<file path="src/rtl/ccp_pkg.sv">
// Shared types and constants for the class-file constant pool parser.
`timescale 1ns / 1ps

package ccp_pkg;

  // Default queue depths.
  localparam int MidDepthDefault = 4;
  localparam int OutDepthDefault = 4;

  // Constant pool tag codes.
  localparam logic [7:0] TAG_UTF8       = 8'd1;
  localparam logic [7:0] TAG_INTEGER    = 8'd3;
  localparam logic [7:0] TAG_FLOAT      = 8'd4;
  localparam logic [7:0] TAG_LONG       = 8'd5;
  localparam logic [7:0] TAG_DOUBLE     = 8'd6;
  localparam logic [7:0] TAG_CLASS      = 8'd7;
  localparam logic [7:0] TAG_STRING     = 8'd8;
  localparam logic [7:0] TAG_FIELDREF   = 8'd9;
  localparam logic [7:0] TAG_METHODREF  = 8'd10;
  localparam logic [7:0] TAG_IMETHODREF = 8'd11;
  localparam logic [7:0] TAG_NAMETYPE   = 8'd12;
  localparam logic [7:0] TAG_MHANDLE    = 8'd15;
  localparam logic [7:0] TAG_MTYPE      = 8'd16;
  localparam logic [7:0] TAG_INDY       = 8'd18;

  // Result record kinds.
  localparam logic [1:0] KIND_ENTRY = 2'd0;
  localparam logic [1:0] KIND_UTF8  = 2'd1;
  localparam logic [1:0] KIND_EMPTY = 2'd2;
  localparam logic [1:0] KIND_ERROR = 2'd3;

  // Payload layout class of a tag, decided by the front end.
  typedef enum logic [2:0] {
    TC_UNKNOWN,
    TC_UTF8,
    TC_REF1,
    TC_HANDLE,
    TC_INDY,
    TC_NUM32,
    TC_NUM64,
    TC_REF2
  } tag_class_t;

  // Parser phase.
  typedef enum logic [2:0] {
    PH_IDLE,
    PH_COUNT_LO,
    PH_TAG,
    PH_PAYLOAD,
    PH_STRING
  } phase_t;

  // One classified stream byte, passed from front to back.
  typedef struct packed {
    logic [7:0] data;
    logic       start;
    tag_class_t tclass;
    logic [3:0] plen;
  } mid_item_t;

  // One result record.
  typedef struct packed {
    logic [1:0]  kind;
    logic [15:0] number;
    logic [7:0]  tag;
    logic [15:0] first_ref;
    logic [15:0] second_ref;
    logic [63:0] raw_value;
    logic [7:0]  string_byte;
    logic        last;
  } result_t;

endpackage

</file>
<file path="src/rtl/class_constant_pool_parser.sv">
// Class-file constant pool parser top level: front end, queues and back end.
// A byte's result reaches the output ports through the front-to-back queue and then
// the result queue, each of which registers it.
// Throughput: one byte per cycle, set by the back-end parser; a full result queue
// stalls the back end, and full rises once the front-to-back queue has filled.
// Reset (rst_n, synchronous, active low) empties both queues, idles the parser
// and sets ref_index_adjust to 1.
`timescale 1ns / 1ps

module class_constant_pool_parser #(
  parameter int MID_DEPTH = ccp_pkg::MidDepthDefault,
  parameter int OUT_DEPTH = ccp_pkg::OutDepthDefault
) (
  input  logic        clk,
  input  logic        rst_n,
  // Input byte channel.
  input  logic        push,
  output logic        full,
  input  logic [7:0]  in_byte,
  input  logic        in_pool_start,
  // Result channel.
  output logic        empty,
  input  logic        pop,
  output logic [1:0]  out_record_kind,
  output logic [15:0] out_entry_number,
  output logic [7:0]  out_entry_tag,
  output logic [15:0] out_first_ref,
  output logic [15:0] out_second_ref,
  output logic [63:0] out_raw_value,
  output logic [7:0]  out_string_byte,
  output logic        out_pool_last,
  // Configuration write channel.
  input  logic        cfg_valid,
  output logic        cfg_ready,
  input  logic        cfg_ref_index_adjust
);

  localparam int MidW = $bits(ccp_pkg::mid_item_t);
  localparam int ResW = $bits(ccp_pkg::result_t);

  logic                 adjust_r, adjust_nxt;
  logic                 mid_push, mid_full, mid_empty, mid_pop;
  ccp_pkg::mid_item_t   mid_wr, mid_rd;
  logic [MidW-1:0]      mid_rd_bits;
  logic                 res_push, res_full;
  ccp_pkg::result_t     res_wr, res_rd;
  logic [ResW-1:0]      res_rd_bits;

  // Configuration register, always ready.
  assign cfg_ready  = 1'b1;
  assign adjust_nxt = (cfg_valid && cfg_ready) ? cfg_ref_index_adjust : adjust_r;

  always_ff @(posedge clk) begin
    if (!rst_n) begin
      adjust_r <= 1'b1;
    end else begin
      adjust_r <= adjust_nxt;
    end
  end

  // Front end classifies incoming bytes.
  ccp_front u_front (
    .in_valid (push),
    .in_data  (in_byte),
    .in_start (in_pool_start),
    .q_full   (mid_full),
    .q_push   (mid_push),
    .q_item   (mid_wr)
  );

  assign full = mid_full;

  // Queue between front and back ends.
  ccp_queue #(
    .WIDTH (MidW),
    .DEPTH (MID_DEPTH)
  ) u_mid_q (
    .clk     (clk),
    .rst_n   (rst_n),
    .push    (mid_push),
    .wr_data (mid_wr),
    .full    (mid_full),
    .pop     (mid_pop),
    .rd_data (mid_rd_bits),
    .empty   (mid_empty)
  );

  assign mid_rd = ccp_pkg::mid_item_t'(mid_rd_bits);

  // Back end parses and builds result records.
  ccp_back u_back (
    .clk        (clk),
    .rst_n      (rst_n),
    .ref_adjust (adjust_r),
    .q_empty    (mid_empty),
    .q_item     (mid_rd),
    .q_pop      (mid_pop),
    .res_full   (res_full),
    .res_push   (res_push),
    .res        (res_wr)
  );

  // Result queue.
  ccp_queue #(
    .WIDTH (ResW),
    .DEPTH (OUT_DEPTH)
  ) u_out_q (
    .clk     (clk),
    .rst_n   (rst_n),
    .push    (res_push),
    .wr_data (res_wr),
    .full    (res_full),
    .pop     (pop),
    .rd_data (res_rd_bits),
    .empty   (empty)
  );

  assign res_rd           = ccp_pkg::result_t'(res_rd_bits);
  assign out_record_kind  = res_rd.kind;
  assign out_entry_number = res_rd.number;
  assign out_entry_tag    = res_rd.tag;
  assign out_first_ref    = res_rd.first_ref;
  assign out_second_ref   = res_rd.second_ref;
  assign out_raw_value    = res_rd.raw_value;
  assign out_string_byte  = res_rd.string_byte;
  assign out_pool_last    = res_rd.last;

endmodule

</file>
<file path="src/rtl/ccp_queue.sv">
// Small first-word-fall-through register queue.
`timescale 1ns / 1ps

module ccp_queue #(
  parameter int WIDTH = 8,
  parameter int DEPTH = 4
) (
  input  logic             clk,
  input  logic             rst_n,
  input  logic             push,
  input  logic [WIDTH-1:0] wr_data,
  output logic             full,
  input  logic             pop,
  output logic [WIDTH-1:0] rd_data,
  output logic             empty
);

  localparam int PW = $clog2(DEPTH);
  localparam int CW = $clog2(DEPTH + 1);

  logic [WIDTH-1:0] mem_r [DEPTH];
  logic [PW-1:0]    wr_ptr_r, wr_ptr_nxt;
  logic [PW-1:0]    rd_ptr_r, rd_ptr_nxt;
  logic [CW-1:0]    count_r, count_nxt;
  logic             do_push, do_pop;

  assign full    = (count_r == CW'(DEPTH));
  assign empty   = (count_r == '0);
  assign rd_data = mem_r[rd_ptr_r];
  assign do_push = push && !full;
  assign do_pop  = pop && !empty;

  // Pointer and occupancy update, pointers wrap at the depth.
  always_comb begin
    wr_ptr_nxt = wr_ptr_r;
    rd_ptr_nxt = rd_ptr_r;
    count_nxt  = count_r;
    if (do_push) begin
      wr_ptr_nxt = (wr_ptr_r == PW'(DEPTH - 1)) ? '0 : wr_ptr_r + 1'b1;
    end
    if (do_pop) begin
      rd_ptr_nxt = (rd_ptr_r == PW'(DEPTH - 1)) ? '0 : rd_ptr_r + 1'b1;
    end
    if (do_push && !do_pop) begin
      count_nxt = count_r + 1'b1;
    end else if (do_pop && !do_push) begin
      count_nxt = count_r - 1'b1;
    end
  end

  always_ff @(posedge clk) begin
    if (!rst_n) begin
      wr_ptr_r <= '0;
      rd_ptr_r <= '0;
      count_r  <= '0;
    end else begin
      wr_ptr_r <= wr_ptr_nxt;
      rd_ptr_r <= rd_ptr_nxt;
      count_r  <= count_nxt;
    end
  end

  // Storage needs no reset.
  always_ff @(posedge clk) begin
    if (do_push) begin
      mem_r[wr_ptr_r] <= wr_data;
    end
  end

endmodule

</file>
<file path="src/rtl/ccp_front.sv">
// Front end: accepts stream bytes and classifies each as a potential tag.
`timescale 1ns / 1ps

module ccp_front (
  input  logic                  in_valid,
  input  logic [7:0]            in_data,
  input  logic                  in_start,
  input  logic                  q_full,
  output logic                  q_push,
  output ccp_pkg::mid_item_t    q_item
);

  ccp_pkg::tag_class_t tclass;
  logic [3:0]          plen;

  // Decode the byte as a tag: payload layout and payload length.
  always_comb begin
    unique case (in_data)
      ccp_pkg::TAG_UTF8: begin
        tclass = ccp_pkg::TC_UTF8;
        plen   = 4'd2;
      end
      ccp_pkg::TAG_CLASS, ccp_pkg::TAG_STRING, ccp_pkg::TAG_MTYPE: begin
        tclass = ccp_pkg::TC_REF1;
        plen   = 4'd2;
      end
      ccp_pkg::TAG_MHANDLE: begin
        tclass = ccp_pkg::TC_HANDLE;
        plen   = 4'd3;
      end
      ccp_pkg::TAG_INDY: begin
        tclass = ccp_pkg::TC_INDY;
        plen   = 4'd4;
      end
      ccp_pkg::TAG_INTEGER, ccp_pkg::TAG_FLOAT: begin
        tclass = ccp_pkg::TC_NUM32;
        plen   = 4'd4;
      end
      ccp_pkg::TAG_LONG, ccp_pkg::TAG_DOUBLE: begin
        tclass = ccp_pkg::TC_NUM64;
        plen   = 4'd8;
      end
      ccp_pkg::TAG_FIELDREF, ccp_pkg::TAG_METHODREF, ccp_pkg::TAG_IMETHODREF,
      ccp_pkg::TAG_NAMETYPE: begin
        tclass = ccp_pkg::TC_REF2;
        plen   = 4'd4;
      end
      default: begin
        tclass = ccp_pkg::TC_UNKNOWN;
        plen   = 4'd0;
      end
    endcase
  end

  // A transaction is taken whenever the queue has room.
  assign q_push        = in_valid && !q_full;
  assign q_item.data   = in_data;
  assign q_item.start  = in_start;
  assign q_item.tclass = tclass;
  assign q_item.plen   = plen;

endmodule

</file>
<file path="src/rtl/ccp_back.sv">
// Back end: constant pool parser state machine that builds result records.
`timescale 1ns / 1ps

module ccp_back (
  input  logic                 clk,
  input  logic                 rst_n,
  input  logic                 ref_adjust,
  input  logic                 q_empty,
  input  ccp_pkg::mid_item_t   q_item,
  output logic                 q_pop,
  input  logic                 res_full,
  output logic                 res_push,
  output ccp_pkg::result_t     res
);

  ccp_pkg::phase_t     phase_r, phase_nxt;
  ccp_pkg::tag_class_t class_r, class_nxt;
  logic [15:0]         slots_r, slots_nxt;
  logic [15:0]         slot_cnt_r, slot_cnt_nxt;
  logic [7:0]          tag_r, tag_nxt;
  logic [15:0]         left_r, left_nxt;
  logic [63:0]         payload_r, payload_nxt;

  logic        fire;
  logic        emit;
  logic [63:0] shifted;
  logic [15:0] count_val;
  logic [15:0] left_dec;
  logic [15:0] slots_after;
  logic [1:0]  consume;
  logic [15:0] num_adj;

  assign fire     = !q_empty && !res_full;
  assign q_pop    = fire;
  assign res_push = fire && emit;

  assign shifted   = {payload_r[55:0], q_item.data};
  assign count_val = {payload_r[7:0], q_item.data};
  assign left_dec  = left_r - 16'd1;
  assign consume   = (class_r == ccp_pkg::TC_NUM64) ? 2'd2 : 2'd1;
  assign slots_after = (slots_r > {14'd0, consume}) ? slots_r - {14'd0, consume} : 16'd0;
  assign num_adj   = slot_cnt_r - {15'd0, ref_adjust};

  // Next state and result record for the byte at the head of the queue.
  always_comb begin
    phase_nxt    = phase_r;
    class_nxt    = class_r;
    slots_nxt    = slots_r;
    slot_cnt_nxt = slot_cnt_r;
    tag_nxt      = tag_r;
    left_nxt     = left_r;
    payload_nxt  = payload_r;
    emit         = 1'b0;
    res          = '0;
    if (fire) begin
      if (q_item.start) begin
        // A start mark restarts parsing with the count high byte.
        payload_nxt  = {56'd0, q_item.data};
        phase_nxt    = ccp_pkg::PH_COUNT_LO;
        slots_nxt    = '0;
        slot_cnt_nxt = '0;
        tag_nxt      = '0;
        left_nxt     = '0;
      end else begin
        unique case (phase_r)
          ccp_pkg::PH_IDLE: begin
          end
          ccp_pkg::PH_COUNT_LO: begin
            payload_nxt  = '0;
            slot_cnt_nxt = 16'd1;
            slots_nxt    = (count_val != 16'd0) ? count_val - 16'd1 : 16'd0;
            if (count_val <= 16'd1) begin
              phase_nxt = ccp_pkg::PH_IDLE;
              emit      = 1'b1;
              res.kind  = ccp_pkg::KIND_EMPTY;
              res.last  = 1'b1;
            end else begin
              phase_nxt = ccp_pkg::PH_TAG;
            end
          end
          ccp_pkg::PH_TAG: begin
            tag_nxt   = q_item.data;
            class_nxt = q_item.tclass;
            if (q_item.tclass == ccp_pkg::TC_UNKNOWN) begin
              phase_nxt  = ccp_pkg::PH_IDLE;
              slots_nxt  = '0;
              emit       = 1'b1;
              res.kind   = ccp_pkg::KIND_ERROR;
              res.number = num_adj;
              res.tag    = q_item.data;
              res.last   = 1'b1;
            end else begin
              left_nxt    = {12'd0, q_item.plen};
              payload_nxt = '0;
              phase_nxt   = ccp_pkg::PH_PAYLOAD;
            end
          end
          ccp_pkg::PH_PAYLOAD: begin
            payload_nxt = shifted;
            left_nxt    = left_dec;
            if (left_dec == 16'd0) begin
              // Payload complete: decode fields by layout.
              emit       = 1'b1;
              res.kind   = ccp_pkg::KIND_ENTRY;
              res.number = num_adj;
              res.tag    = tag_r;
              unique case (class_r)
                ccp_pkg::TC_UTF8: res.first_ref = shifted[15:0];
                ccp_pkg::TC_REF1:
                  res.first_ref = shifted[15:0] - {15'd0, ref_adjust};
                ccp_pkg::TC_HANDLE: begin
                  res.first_ref  = {8'd0, shifted[23:16]};
                  res.second_ref = shifted[15:0] - {15'd0, ref_adjust};
                end
                ccp_pkg::TC_INDY: begin
                  res.first_ref  = shifted[31:16];
                  res.second_ref = shifted[15:0] - {15'd0, ref_adjust};
                end
                ccp_pkg::TC_NUM32: res.raw_value = {32'd0, shifted[31:0]};
                ccp_pkg::TC_NUM64: res.raw_value = shifted;
                default: begin
                  res.first_ref  = shifted[31:16] - {15'd0, ref_adjust};
                  res.second_ref = shifted[15:0] - {15'd0, ref_adjust};
                end
              endcase
              slots_nxt = slots_after;
              if (class_r == ccp_pkg::TC_UTF8 && shifted[15:0] != 16'd0) begin
                left_nxt  = shifted[15:0];
                phase_nxt = ccp_pkg::PH_STRING;
              end else begin
                res.last     = (slots_after == 16'd0);
                slot_cnt_nxt = slot_cnt_r + {14'd0, consume};
                phase_nxt    = (slots_after == 16'd0) ? ccp_pkg::PH_IDLE : ccp_pkg::PH_TAG;
              end
            end
          end
          ccp_pkg::PH_STRING: begin
            // One result per string data byte.
            left_nxt        = left_dec;
            emit            = 1'b1;
            res.kind        = ccp_pkg::KIND_UTF8;
            res.number      = num_adj;
            res.tag         = tag_r;
            res.string_byte = q_item.data;
            res.last        = (left_dec == 16'd0) && (slots_r == 16'd0);
            if (left_dec == 16'd0) begin
              slot_cnt_nxt = slot_cnt_r + {14'd0, consume};
              phase_nxt    = (slots_r == 16'd0) ? ccp_pkg::PH_IDLE : ccp_pkg::PH_TAG;
            end
          end
          default: begin
            phase_nxt = ccp_pkg::PH_IDLE;
          end
        endcase
      end
    end
  end

  // Control state.
  always_ff @(posedge clk) begin
    if (!rst_n) begin
      phase_r    <= ccp_pkg::PH_IDLE;
      class_r    <= ccp_pkg::TC_UNKNOWN;
      slots_r    <= '0;
      slot_cnt_r <= '0;
      tag_r      <= '0;
      left_r     <= '0;
    end else begin
      phase_r    <= phase_nxt;
      class_r    <= class_nxt;
      slots_r    <= slots_nxt;
      slot_cnt_r <= slot_cnt_nxt;
      tag_r      <= tag_nxt;
      left_r     <= left_nxt;
    end
  end

  // Payload shift register.
  always_ff @(posedge clk) begin
    payload_r <= payload_nxt;
  end

  // The payload counter stays within one fixed-size payload.
  assert property (@(posedge clk) disable iff (!rst_n)
    (phase_r == ccp_pkg::PH_PAYLOAD) |-> (left_r != 16'd0 && left_r <= 16'd8))
    else $error("payload byte counter out of range");

  // A string in progress always has data bytes left.
  assert property (@(posedge clk) disable iff (!rst_n)
    (phase_r == ccp_pkg::PH_STRING) |-> (left_r != 16'd0))
    else $error("string phase with no bytes left");

  // Waiting for a tag means at least one slot is still open.
  assert property (@(posedge clk) disable iff (!rst_n)
    (phase_r == ccp_pkg::PH_TAG) |-> (slots_r != 16'd0))
    else $error("tag phase with no slots remaining");

  // The final result of a pool leaves the parser idle.
  assert property (@(posedge clk) disable iff (!rst_n)
    (res_push && res.last) |=> (phase_r == ccp_pkg::PH_IDLE))
    else $error("parser not idle after final result");

endmodule

</file>
<file path="config.mk">
export PLATFORM = sky130hd
export DESIGN_NAME = class_constant_pool_parser
export DESIGN_NICKNAME = d
export VERILOG_FILES = /design/src/rtl/ccp_pkg.sv /design/src/rtl/class_constant_pool_parser.sv /design/src/rtl/ccp_queue.sv /design/src/rtl/ccp_front.sv /design/src/rtl/ccp_back.sv
export SDC_FILE = /design/constraint.sdc
export NUM_CORES = 1
export LEC_CHECK = 0
export ABC_AREA = 1
export ABC_CLOCK_PERIOD_IN_PS = 20000
export BUFFER_PORTS_ARGS = -buffer_cell sky130_fd_sc_hd__buf_4
export CORE_MARGIN = 8
export CORE_UTILIZATION = 64
export CTS_CLUSTER_SIZE = 14
export DETAILED_ROUTE_END_ITERATION = 8
export GPL_TIMING_DRIVEN = 1
export PLACE_DENSITY = 0.82
export SLEW_MARGIN = 20
export SYNTH_ARGS = -nofsm -noshare
export SYNTH_HDL_FRONTEND = slang
export SYNTH_HIERARCHICAL = 1
export SYNTH_SLANG_ARGS = --single-unit
</file>
<file path="constraint.sdc">
create_clock -name clk -period 20 [get_ports clk]
set_input_delay 3 -clock clk [delete_from_list [all_inputs] [get_ports clk]]
set_output_delay 3 -clock clk [all_outputs]
set_load 0.01 [all_outputs]
</file>
# --- Word-level counts from Yosys, hierarchy flattened ---
# Memory sizes are Yosys's and may differ from the RTL's. A register that Yosys moved wholly into a read port is not among the register bits.
# Index checks and enable logic that the tools add are counted.
op_classes:
  eq_ne: 22
  order_cmp: 2
  n_div: 0
  n_mul: 0
  bitwise_logic: 1
  reduce_logical: 45
  shift: 0
  addsub: 15
  n_mux: 69
ops:
  columns: ["operator", "n"]
  rows:
  - ["$mux 131", 2]
  - ["$mux 16", 14]
  - ["$pmux 56 s3", 1]
  - ["$pmux 16 s3", 3]
  - ["$pmux 64 s2", 1]
  - ["$mux 120", 1]
  - ["$mux 96", 1]
  - ["$pmux 16 s5", 1]
  - ["$pmux 24 s3", 1]
  - ["$mux 56", 1]
  - ["$logic_not 16->1", 3]
  - ["$sub 16x1->16", 3]
  - ["$mux 8", 4]
  - ["$sub 16x1->16 const B", 2]
  - ["$mux 2", 14]
  - ["$mux 26", 1]
  - ["$mux 3", 8]
  - ["$eq 3x3->1 const B", 6]
  - ["$add 16x2->16", 1]
  - ["$gt 16x2->1", 1]
  - ["$le 16x1->1 const B", 1]
  - ["$reduce_bool 16->1", 1]
  - ["$sub 16x2->16", 1]
  - ["$logic_not 3->1", 5]
  - ["other kinds (25)", 77]
word_totals:
  elab_cells: 172
  ramBits: 588
  memories: 3
  ff_bits: 133
  out_inout_bits: 134
  inputBits: 15
  romBits: 224
  latch_bits: 0
mem_list:
  columns: ["memory", "words", "width", "read_ports", "rd_clocked_by_memory_dff", "write_ports", "line", "text"]
  rows:
  - ["u_out_q.mem_r", 4, 131, 1, 1, 1, "ccp_queue.sv:21", "logic [WIDTH-1:0] mem_r [DEPTH];"]
  - ["(no name shown)", 32, 7, 1, 0, 0, "ccp_front.sv:18", "unique case (in_data)"]
  - ["u_mid_q.mem_r", 4, 16, 1, 1, 1, "ccp_queue.sv:21", null]

# --- Logic depth before layout (Yosys ltp) ---
logic_depth:
  depth_word: 12
  ltp_mapped: 24
  mapped_depth_nobuf: 24

# --- Hierarchy ---
# The synthesis kept the hierarchy.
modules_own_cells:
  columns: ["mod", "instances", "cells_per_inst", "area_per_inst_um2", "seq_area_each_um2"]
  rows:
  - ["ccp_queue at u_out_q", 1, 1338, 19897.8, 15915.3]
  - ["ccp_back", 1, 1497, 9616.7, 2922.8]
  - ["ccp_queue at u_mid_q", 1, 226, 2855.2, 2102.0]
  - ["ccp_front", 1, 65, 411.6, 0.0]
  - ["class_constant_pool_parser", 1, 7, 55.1, 20.0]

# --- Worst setup path after synthesis ---
# Ideal clock, no wire load.
synth_path:
  path_kind: "register to register"
  startpoint: "register u_back.left_r[0]"
  endpoint: "memory u_out_q/mem_r[0][0] (netlist bit) (enable)"
  setup_ns: 0.623
  synth_period_minus_slack_ns: 8.186
  path_stages_with_launch: 15
  slack_ns: 11.814
  n_path_buf: 0
  arrival_ns: 7.563
  path_cell_list: "dfxtp_1 > inv_2 > ha_1 > xor2_1 > nor2_1 > nand2_1 > nor2_1 > nand2_1 > nor2_4 > nand4_4 > nand2_1 > o211ai_1 > inv_1 > nand2_1 > nor2_1"
synth_via:
  elab_chain_cells: 10
synth_lines:
  columns: ["element", "line", "text"]
  rows:
  - ["start: declaration", "ccp_back.sv:21", "logic [15:0] left_r, left_nxt;"]
  - ["start signal: assignment", "ccp_back.sv:174", "left_r <= left_nxt;"]
  - ["$sub 16x1->16", "ccp_back.sv:39", "assign left_dec = left_r - 16'd1;"]
  - ["$logic_not 16->1", "ccp_back.sv:101", "if (left_dec == 16'd0) begin"]
  - ["$mux 1", "ccp_back.sv:101", null]
  - ["$pmux 1 s4", "ccp_back.sv:65", "unique case (phase_r)"]
  - ["$mux 1", "ccp_back.sv:56", "if (q_item.start) begin"]
  - ["$mux 1", "ccp_back.sv:55", "if (fire) begin"]
  - ["$logic_and 1x1->1", "ccp_back.sv:35", "assign res_push = fire && emit;"]
  - ["via res_push", "class_constant_pool_parser.sv:45", "logic res_push, res_full;"]
  - ["$logic_and 1x1->1", "ccp_queue.sv:30", "assign do_push = push && !full;"]
  - ["$mux 1", "ccp_queue.sv:65", "if (do_push) begin"]
  - ["$mux 1 (implied by the code)", "ccp_queue.sv:66", "mem_r[wr_ptr_r] <= wr_data;"]
  - ["end: declaration", "ccp_queue.sv:21", null]
# The timed path passes the listed nets, and every way through them passes these cells.

==> run metrics <==
outcome finished, final reports clean; global-route usage over all layers 27.2%; first-pass GRT wire length approximately 130,000 um; Slowest cell on crit path buf_4; Final Hold Viols 0; static leakage around 12 nW; Post-synth EDFFs roughly 640; WL per Instance between 20 and 25 um; WP buf/inv 3; maximum vdd drop 0.0797 mV; final setup violation count 0; worst hold path type flip-flop to flip-flop; Area Growth Syn to Fin 10.7%; Syn Inst Count 3,133; Syn Nets between 3,000 and 4,000; DP HPWL 51,900 um; Core Util, Final a little under three quarters; worst-path maximum fanout about 100; final RePlAce weighted congestion approximately 1; Starting DRT DRC Count a little under 3,000; worst hold start u_back/tag_r[6]; most used cell, CP buf_4; Register-to-Register Path Depth 12; Max clock buf depth 3; H-tree depth 3; pre-CTS setup slack ~14,000 ps; grt ovf 0; Die Y 243 um; unrepaired setup endpoints after global routing no; Chip Width between 200 and 250 um; CP Class flip-flop to primary output; Core ar. between 0.05 and 0.06 sq mm; R2R Path End u_out_q/mem_r[3][96]; Worst Tran Pin Value 1070 ps; # rows slightly above 80; Clock Latency Late Sink ~630 ps; fin area around 0.036 sq mm; Hold Path Cell Cnt 2; vias approximately 24,000; syn_area_per_cell about 10 sq um; crit path time final 6770 ps; vias in the first global route ~23,000; CP delay by family, top buffers and inverters; Worst Slack Setup Final about 13,000 ps; drt total wl 82,900 um; CP cell instances inv_6 > buf_4 > o21ai_0 > o22ai_1 > buf_4; register area roughly 0.021 sq mm; hold_buf cts 0; Post-Syn Area roughly 0.033 sq mm; clock tree sinks approximately 730; clock transition at the registers of the reported paths around 60 ps; Post-Route Setup TNS 0 ps; largest net degree at the start of global routing ~110; Placement Cell Area around 0.034 sq mm; register area share after synthesis a little under two thirds; Post-CTS Resized 0; total power 0.00525 W; Slew Limit Headroom between 20 and 30%; final worst path period share between 30 and 40%; Synth Flop Type edfxtp_1; Critical Path Max Stage Delay roughly 830 ps; Hold Crit Endpoint u_back/tag_r[6]; Worst Setup Start Kind flip-flop; clk root buf clkbuf_16; antenna cell count 0; CTS tree built; cell count along the critical path 5; share of layout cells above drive strength 1 between 10% and 20%; async set-reset flop share out of synthesis 0%; drt first pass iters 6; Yosys cell types 55; buffers added on ports roughly 150; FILL cells between 3,000 and 4,000; FF-to-FF setup slack between 10,000 and 15,000 ps; worst flop-to-flop path startpoint u_back/phase_r[1]; power per cell area between 100 and 150 mW/mm^2; I/O pin total roughly 150; initial antenna violation count 1; max-cap viol count 0; register bit total from synthesis ~730; Multi-input gate area between 0.01 and 0.015 sq mm; NumNets Final 3,265; DRC violations left 0; Worst EP required between 15,000 and 20,000 ps; f_max 148 MHz; Final Skew a little over 20 ps; fin. max-slew vios 0; TritonCTS Buffers between 70 and 80; Critical Path Sink Type primary output; Die ar. a little under 0.06 sq mm; DR vias/cell a little over 6; crit path DAT 3770 ps; antenna-violating nets left 0; setup bufs post-CTS 0; initial core utilization between 60% and 70%; Synth Warn # 6
worst min-delay path: stages, from the launching register on:
cell and delay, ps:
dfxtp_1 310, nand2_1 60, a21oi_1 50
flip-flops by register name (all words and copies together), names as in the netlist, named ones only:
| register | count |
|---|---|
| u_mid_q/mem_r | 64 |
| adjust_r | 1 |
| u_back/slot_cnt_r | 16 |
| u_back/tag_r | 8 |
| u_out_q/rd_ptr_r | 2 |
| u_mid_q/count_r | 3 |
| u_mid_q/wr_ptr_r | 2 |
| u_mid_q/rd_ptr_r | 2 |
| u_back/class_r | 3 |
| u_out_q/wr_ptr_r | 2 |
| u_back/left_r | 16 |
| u_back/phase_r | 3 |
| u_out_q/mem_r | 524 |
| u_back/slots_r | 16 |
| u_out_q/count_r | 3 |
| u_back/payload_r | 56 |
Yosys cell counts (4+ instances only):
cell      count  area (sq um)
nor4_1        5          31.3
a21oi_1      90           450
nor3_1       43           215
buf_1         4          15.0
dfxtp_1      81          1620
nand4_1      34           213
nor2_1      610          2290
nand2_2      12          75.1
o21ai_1     102           510
nor2_4       13           146
o21bai_1      6          45.0
nor2_2        8          50.1
clkbuf_1     76           285
o21ai_0     265          1330
buf_4        16           120
buf_2        45           225
a211oi_1      7          52.6
buf_6        27           304
inv_2        15          56.3
o22ai_1     159           995
xnor2_1       6          52.6
nand2_1     369          1390
nor3b_1       8          60.1
o221ai_1      9          78.8
a31oi_1       8          50.1
fa_1          4          80.1
nand3_1      97           485
or2_2         4          25.0
xor2_1       42           368
nand3_2       9          90.1
clkbuf_2      4          20.0
inv_1       219           822
nor3_2       25           250
ha_1         33           413
edfxtp_1    644         19300
layer usage:
layer | vias to the layer above | global-route usage, % | part of all wire (%)
met5 | - | 0 | 0.016
met2 | 1304 | 45.8 | 50
met3 | 184 | 4.84 | 9.0
met1 | 11555 | 34.6 | 38
met4 | 2 | 11.4 | 3.6
li1 | 11081 | - | -
worst max-delay path by stage:
stage                                  from                    to  slack [ps]
final                             flip-flop    out_string_byte[7]       13230
after global routing              flip-flop    out_string_byte[2]       13080
after CTS                         flip-flop    out_string_byte[7]       13330
after detailed placement  u_back/phase_r[1]  u_out_q/mem_r[3][90]       13840
after global placement    u_back/phase_r[1]  u_out_q/mem_r[3][35]       14050
after floorplan            u_back/left_r[0]   u_out_q/mem_r[0][0]       11810
cell type report:
cell class              instances  area share, %
clock buffers                  94           5.21
clock inverters                34          0.953
inverters                     239           2.49
multi-input cells            1996           27.6
flip-flops and latches        725           57.7
well taps                     680           2.34
repair buffers                179           3.75
report_power, final:
| part | switching [W] | internal, W | leakage, nW |
|---|---|---|---|
| registers | 0.000138 | 0.00183 | 5.73 |
| clock network | 0.000559 | 0.000739 | 1.09 |
| logic | 0.00136 | 0.000621 | 5.30 |
logic make-up (layout without fill, tap and decap cells):
family | after synthesis | after routing | synth area share, %
and+or+nand+nor | 1254 | 1254 | 16.7
other | 1 | 1 | 0.0114
buffers and inverters | 412 | 546 | 5.75
AOI/OAI and AO/OA | 656 | 656 | 11.0
adders and majority gates | 37 | 37 | 1.50
DFF | 725 | 725 | 63.8
xor gates and xnor gates | 48 | 48 | 1.28
per-stage QoR:
| step | instances | hold slack [ps] |
|---|---|---|
| detailed placement | 3818 | 456 |
| CTS | 3946 | 465 |
| floorplan | 3133 | 441 |
| finish | 3947 | 464 |
| global route | 3947 | 490 |
| global placement | 3818 | 451 |
cells in the final DEF (no fill, tap or decap), types with 10 or more instances in the layout:
master / n
o22ai_1: 159
a21oi_1: 90
nand2_2: 12
clkbuf_16: 72
nand2_1: 369
clkinv_1: 14
nor2_1: 600
inv_2: 14
o21ai_1: 102
nor2_4: 18
nand4_1: 34
ha_1: 33
inv_1: 219
edfxtp_1: 644
nor2_2: 13
nand3_1: 97
nor3_1: 43
dfxtp_1: 79
xor2_1: 42
buf_4: 178
clkbuf_1: 21
nor3_2: 25
o21ai_0: 265
clkinv_2: 10
Note: power is estimated with default switching activity, not from simulation.
